--- src/design/mbe_pkg.sv ---
// Shared types and constants for the Mandelbrot escape counter.
// Used by the controller, the datapath and the top level; no dependencies.
`default_nettype none

package mbe_pkg;

    // Point and iterate format: signed Q4.28
    localparam int DATA_W    = 32;
    localparam int FRAC_BITS = 28;
    // Full products of two iterate values
    localparam int PROD_W    = 2 * DATA_W;

    // Result count field and default iteration counter width
    localparam int COUNT_W        = 16;
    localparam int ITER_WIDTH_DEF = 16;
    localparam logic [COUNT_W-1:0] MAX_ITER_RESET = 16'd16;

    // |z|^2 > 8, with 2*FRAC_BITS fraction bits
    localparam logic [PROD_W:0] ESC_LIMIT = (PROD_W + 1)'(8) << (2 * FRAC_BITS);

    // Register port
    localparam int PADDR_W = 3;
    localparam int PDATA_W = 32;
    localparam logic REG_MAX_ITER = 1'b0;   // register index, taken from paddr[2]

    // Controller to datapath
    typedef struct packed {
        logic load;   // capture c and start from z = c
        logic mul;    // form the squares and the cross product of z
        logic adv;    // commit the next z
    } cmd_t;

    // Datapath to controller
    typedef struct packed {
        logic escape; // current z lies outside the escape disc
    } status_t;

endpackage

`default_nettype wire

--- src/design/mbe_ctrl.sv ---
// Sequencer for the escape iteration: step counter, bound check and the
// result register. Depends on mbe_pkg.
`default_nettype none

module mbe_ctrl #(
    parameter int  ITER_WIDTH = mbe_pkg::ITER_WIDTH_DEF,
    localparam int CNT_W = (ITER_WIDTH < mbe_pkg::COUNT_W) ? ITER_WIDTH : mbe_pkg::COUNT_W
) (
    input  logic                          aclk,
    input  logic                          aresetn,
    input  logic                          s_valid,
    output logic                          s_ready,
    output logic                          m_valid,
    input  logic                          m_ready,
    output logic [mbe_pkg::COUNT_W-1:0]   m_escape_count,
    output logic                          m_escaped,
    input  logic [CNT_W-1:0]              max_iter,
    input  mbe_pkg::status_t              status,
    output mbe_pkg::cmd_t                 cmd
);
    import mbe_pkg::*;

    typedef enum logic [1:0] {
        ST_IDLE,
        ST_MUL,
        ST_ADD
    } state_t;

    state_t             state_reg;
    logic               first_reg;
    logic [CNT_W-1:0]   cnt_reg;
    logic               m_valid_reg;
    logic [COUNT_W-1:0] count_reg;
    logic               escaped_reg;

    logic [CNT_W-1:0]   cnt_plus;
    logic               test_esc;
    logic               last;
    logic               finish;
    logic               out_free;
    logic               emit;

    assign cnt_plus = cnt_reg + 1'b1;
    // The first add pass only forms z1; no test yet
    assign test_esc = ~first_reg & status.escape;
    assign last     = first_reg ? (max_iter == '0) : (cnt_plus == max_iter);
    assign finish   = test_esc | last;
    assign out_free = ~m_valid_reg | m_ready;
    assign emit     = (state_reg == ST_ADD) & finish & out_free;

    assign s_ready        = (state_reg == ST_IDLE);
    assign m_valid        = m_valid_reg;
    assign m_escape_count = count_reg;
    assign m_escaped      = escaped_reg;

    assign cmd.load = s_valid & (state_reg == ST_IDLE);
    assign cmd.mul  = (state_reg == ST_MUL);
    assign cmd.adv  = (state_reg == ST_ADD) & ~finish;

    always_ff @(posedge aclk) begin
        if (!aresetn) begin
            state_reg   <= ST_IDLE;
            first_reg   <= 1'b0;
            cnt_reg     <= '0;
            m_valid_reg <= 1'b0;
        end else begin
            if (emit) begin
                m_valid_reg <= 1'b1;
            end else if (m_valid_reg && m_ready) begin
                m_valid_reg <= 1'b0;
            end
            case (state_reg)
                ST_IDLE: begin
                    if (s_valid) begin
                        first_reg <= 1'b1;
                        cnt_reg   <= '0;
                        state_reg <= ST_MUL;
                    end
                end
                ST_MUL: begin
                    state_reg <= ST_ADD;
                end
                ST_ADD: begin
                    if (finish) begin
                        // hold here until the result register frees up
                        if (out_free) begin
                            count_reg   <= test_esc ? COUNT_W'(cnt_reg) : COUNT_W'(max_iter);
                            escaped_reg <= test_esc;
                            state_reg   <= ST_IDLE;
                        end
                    end else begin
                        if (!first_reg) begin
                            cnt_reg <= cnt_plus;
                        end
                        first_reg <= 1'b0;
                        state_reg <= ST_MUL;
                    end
                end
                default: begin
                    state_reg <= ST_IDLE;
                end
            endcase
        end
    end

endmodule

`default_nettype wire

--- config.mk ---
export PLATFORM = sky130hd
export DESIGN_NAME = mbe_ctrl
export DESIGN_NICKNAME = d
export VERILOG_FILES = /design/src/design/mbe_pkg.sv /design/src/design/mbe_ctrl.sv
export SDC_FILE = /design/constraint.sdc
export NUM_CORES = 1
export LEC_CHECK = 0
export ABC_AREA = 0
export BUFFER_PORTS_ARGS = -buffer_cell sky130_fd_sc_hd__clkbuf_2
export CAP_MARGIN = 10
export CORE_MARGIN = 2
export CORE_UTILIZATION = 55
export CTS_CLUSTER_DIAMETER = 100
export CTS_CLUSTER_SIZE = 28
export DETAILED_ROUTE_END_ITERATION = 10
export PLACE_DENSITY_LB_ADDON = 0.1
export SETUP_SLACK_MARGIN = 0.15
export SYNTH_ARGS = -nofsm -noshare
export SYNTH_HDL_FRONTEND = slang
export SYNTH_SLANG_ARGS = --single-unit
--- constraint.sdc ---
create_clock -name aclk -period 4.4 [get_ports aclk]
set_input_delay 0.44 -clock aclk [delete_from_list [all_inputs] [get_ports aclk]]
set_output_delay 0.44 -clock aclk [all_outputs]
set_load 0.005 [all_outputs]
### Yosys cells after proc, flatten, opt, wreduce, memory -nomap -nowiden

Index checks and enable logic that the tools add are counted.
W data, S select, Z words.

* output and inout port bits: 22
* bits in registers: 37
* input bits: 21
* word-level logic and storage cells: 48

* bitwise logic cells: 10
* reduce and logical (&&, ||, !) cells: 9
* muxes and demuxes: 15
* add/sub/neg operators: 1
* equality and inequality tests: 7

Operator list (count)
* $mux W16: 4
* $pmux W16 S2: 1
* $add A16 B1 Y16 const B: 1
* $eq A16 B16 Y1: 1
* $logic_not A16 Y1: 1
* $reduce_and A4 Y1: 2
* $mux W2: 3
* $ne A2 B2 Y1 const B: 3
* $pmux W2 S3: 1
* $and A1 B1 Y1: 5
* $mux W1: 5
* $reduce_bool A2 Y1: 2
* $ne A3 B3 Y1 const B: 1
* $not A1 Y1: 3
* $reduce_and A3 Y1: 1
* $eq A2 B1 Y1 const B: 1
* $eq A2 B2 Y1 const B: 1
* $logic_not A2 Y1: 1
* $or A1 B1 Y1: 2
* $pmux W1 S2: 1
* $reduce_and A2 Y1: 1
* $logic_and A1 B1 Y1: 1

### Longest topological paths before layout

* word-level depth: 7
* mapped depth: 9
* gate-level depth less buffers: 8

### Worst setup path before layout

OpenSTA, ideal clock, no wires.

* path kind: reg2reg
* start: register cnt_reg[0]
* end: register count_reg[0] (netlist: m_escape_count[0]), enable pin
* data arrival time: 3.552 ns
* buffers on the path: 0
* stages on the path, launching flop included: 9
* setup time: 0.413 ns
* setup slack: 0.436 ns
* period minus slack after synthesis: 3.964 ns
* required time: 3.987 ns
* cells stage by stage: dfxtp_1 ha_1 nand3_1 or4_4 a221oi_2 nand4_1 nor4_4 nor3_1 nor3_1

* word-level cells in the longest chain between the ends: 5

Ends and longest elaborated chain
* from (decl): line mbe_ctrl.sv:31 `logic [CNT_W-1:0] cnt_reg;`
* from (signal assigned): line mbe_ctrl.sv:93 `cnt_reg <= cnt_plus;`
* $add A16 B1 Y16: line mbe_ctrl.sv:43 `assign cnt_plus = cnt_reg + 1'b1;`
* $eq A16 B16 Y1: line mbe_ctrl.sv:46 `assign last = first_reg ? (max_iter == '0) : (cnt_plus == max_iter);`
* $mux W1: line mbe_ctrl.sv:46
* $or A1 B1 Y1: line mbe_ctrl.sv:47 `assign finish = test_esc | last;`
* $reduce_and A4 Y1 (no source line)
* to (signal assigned): line mbe_ctrl.sv:87 `count_reg <= test_esc ? COUNT_W'(cnt_reg) : COUNT_W'(max_iter);`
* to (decl): line mbe_ctrl.sv:33 `logic [COUNT_W-1:0] count_reg;`

Every way passes these cells.
A chain may end at the register's enable or synchronous reset.

==> flow_summary.json <==
{
  "dp_hpwl_mm": 3.889,
  "p_int_uw": 523.2,
  "yosys_warnings": 0,
  "p_leak_uw": 0.0009357,
  "cts.clk_slew.worst_paths_ns": 0.07,
  "antenna_found_initial": 0,
  "routed_wl_mm": 5.364,
  "relSlewSlack_pct": 46.95,
  "synth_flop_cell": "dfxtp_1",
  "synth_top_family_by_area": "simple AND/OR/NAND/NOR gates",
  "vias": 1953,
  "drt-pass1-iter-count": 4,
  "crit_type": "flip-flop to output pin",
  "core-area_um2": 3943,
  "synth_area_leaders": "edfxtp_1 (23%), dfxtp_1 (18%), mux2_2 (8.1%)",
  "drc": 0,
  "grt_max_degree": 20,
  "fin_worst_skew_ns": 0.003605,
  "multi_input_area_um2": 1230,
  "hold_viol": 0,
  "status": "finished clean",
  "synth_edf_count": 17,
  "syn2layout_area_growth_pct": 13.95,
  "synth-compound-area-share_pct": 16.14,
  "sw_frac_of_total_pct": 23.91,
  "clock_path_buffers": 2,
  "io_pins": 43,
  "drtIter0Drc": 133,
  "grt_pass1_vias": 1850,
  "synth_commonest_cells": "dfxtp_1 (20), edfxtp_1 (17), mux2_2 (16), nand2_1 (13), nor2_1 (12)",
  "n_fill_cell": 324,
  "endpoint_kind": "output pin",
  "critPathLaunchType": "flip-flop",
  "diodes": 0,
  "root_buffer": "clkbuf_8",
  "synthArstFlopShare_pct": 0,
  "grt_use_total_pct": 26.49,
  "vdd_ir_drop_max_v": 0.0001847,
  "ys_seq_area_share_pct": 40.94,
  "cts.sinks": 37,
  "post_route_cells_drive_above_1_share_pct": 29.62,
  "arrival_ns": 3.37,
  "cts_hold_repair.buffers": 0,
  "synth.avg_cell_area_um2": 9.976,
  "synth_top_area_share_pct": 22.95,
  "cts_resized": 0,
  "rsz0062_at_grt": "false",
  "cts_tree": "built",
  "die_w_um": 67.60,
  "antenna_left": 0,
  "fin_crit_sh_pct": 86.53,
  "portBuffers": 42,
  "viasPerCell": 6.300,
  "finalNetCount": 281,
  "crit_fanout": 19,
  "synth.distinct_cells": 50,
  "register_area_um2": 910.9,
  "worst_pin_slew_ns": 0.7928,
  "clock_latency_ns": 0.29,
  "hold_class": "input port to flip-flop",
  "synth_mux_area_share_pct": 8.549,
  "globalplace.congestion": 0.9513,
  "netlist_area_um2": 2225,
  "design_area_um2": 2535,
  "wl_per_cell_um": 17.30,
  "synthXorXnorAreaFrac_pct": 7.874,
  "clkPwrFrac_pct": 35.4,
  "p_total_uw": 687.7,
  "synth_simple_gate_area_share_pct": 21.93,
  "finalMaxSlewViolations": 0,
  "row_count": 23,
  "synth_top_cell_by_area": "edfxtp_1",
  "cpMaxStageDelayCell": "or4_4",
  "drv_cap": 0,
  "setup_viol": 0,
  "cts_buffers": 5,
  "tns_ns": 0,
  "syn_nets": 245,
  "crit_path_max_incr_delay_ns": 0.57,
  "die_h_um": 67.60,
  "pwr-share-seq_pct": 53.4,
  "max_freq_mhz": 262.7,
  "dpl_cell_area_um2": 2444,
  "power.switching_uw": 164.4,
  "finalCriticalPeriod_ns": 3.807,
  "yosysMostFrequentCell": "dfxtp_1",
  "cts_setup_buffers": 0,
  "synth_seq_cells": 37,
  "h-tree-depth": 2,
  "grt_overflow": 0,
  "yosys.area_share.adder_pct": 0.5624,
  "crit_required_ns": 3.96,
  "pwr-share-comb_pct": 11.2,
  "crit_chain": "ha_1, nand3_1, or4_4, o221a_2, nand4_1, nor4_4, buf_4, nor3_1, and2_1, clkbuf_2",
  "syn_inst": 223,
  "start_util_pct": 56.43,
  "grt_pass1_wl_mm": 8.935,
  "dieArea_um2": 4570,
  "p_per_area_nw_per_um2": 271.3
}
[critical path: cells and delay by family, from the launching register on]
family / cells / cell delay (ns)
buffers and inverters: 2 / 0.33
adder cells (fa/ha/maj): 1 / 0.29
flip-flops: 1 / 0.46
AND/OR/NAND/NOR: 6 / 1.70
AO/OA/AOI/OAI: 1 / 0.30
[power by group through the flow]
stage	combinational [µW]	clock, µW	sequential (µW)
6_report	76.8	243	368
5_1_grt	84.5	262	368
4_1_cts	76.4	247	367
3_5_place_dp	75.8	0	375
3_3_place_gp	75.3	0	375
2_1_floorplan	48.2	0	375
[through the flow]
step | worst slack (ns) | cells | util (%) | hold slack, ns
CTS | 0.6204 | 310 | 64.30 | 0.4643
global route | 0.4140 | 310 | 64.30 | 0.4952
finish | 0.5926 | 310 | 64.30 | 0.4722
detailed placement | 0.9364 | 302 | 61.98 | 0.5566
global placement | 1.032 | 302 | 61.98 | 0.5482
floorplan | 0.4357 | 223 | - | 0.5146
[final cells by class]
class,instances,share of cell area [%]
tap,50,2.468
multi-input combinational,167,48.52
inverter,4,0.5923
sequential,37,35.93
clock inverter,2,0.3455
clock buffer,6,3.258
timing repair buffer,44,8.885
[per-layer routing]
metal,wire length (µm),vias to the layer above,track usage (%)
met5,0,-,0
met4,139,0,13.27
met3,379,15,5.833
met2,2421,75,38.73
met1,2424,926,36.64
li1,-,937,-
[cell usage in the layout (no fill, tap or decap), drive strengths merged, types with 4 or more instances in the layout]
cell type,instances
clkbuf,48
dfxtp,20
edfxtp,17
inv,4
mux2,16
nand2,13
nand3,10
nand4,9
nor2,12
nor3,7
nor4,7
o21ai,7
o311ai,10
o31ai,10
xnor2,11
xor2,9
[cells by family (layout without fill, tap and decap cells)]
family / after synthesis / after routing
buf+inv: 19 / 56
flops: 37 / 37
fa+ha+maj: 1 / 1
compound gates: 46 / 46
mux: 17 / 17
xor+xnor: 20 / 20
simple gates: 83 / 83
[path summary, 6_finish.rpt]
check / start / end / slack [ns] / depth (start not counted)
setup / recovery: cnt_reg[0] / cmd[0] / 0.59 / 10
hold / removal: aresetn / state_reg[1] / 0.47 / 3
setup reg to reg: cnt_reg[0] / m_escape_count[6] / 1.05 / 10
hold reg to reg: state_reg[1] / state_reg[1] / 0.58 / 3
(Power assumes the default switching activity.)
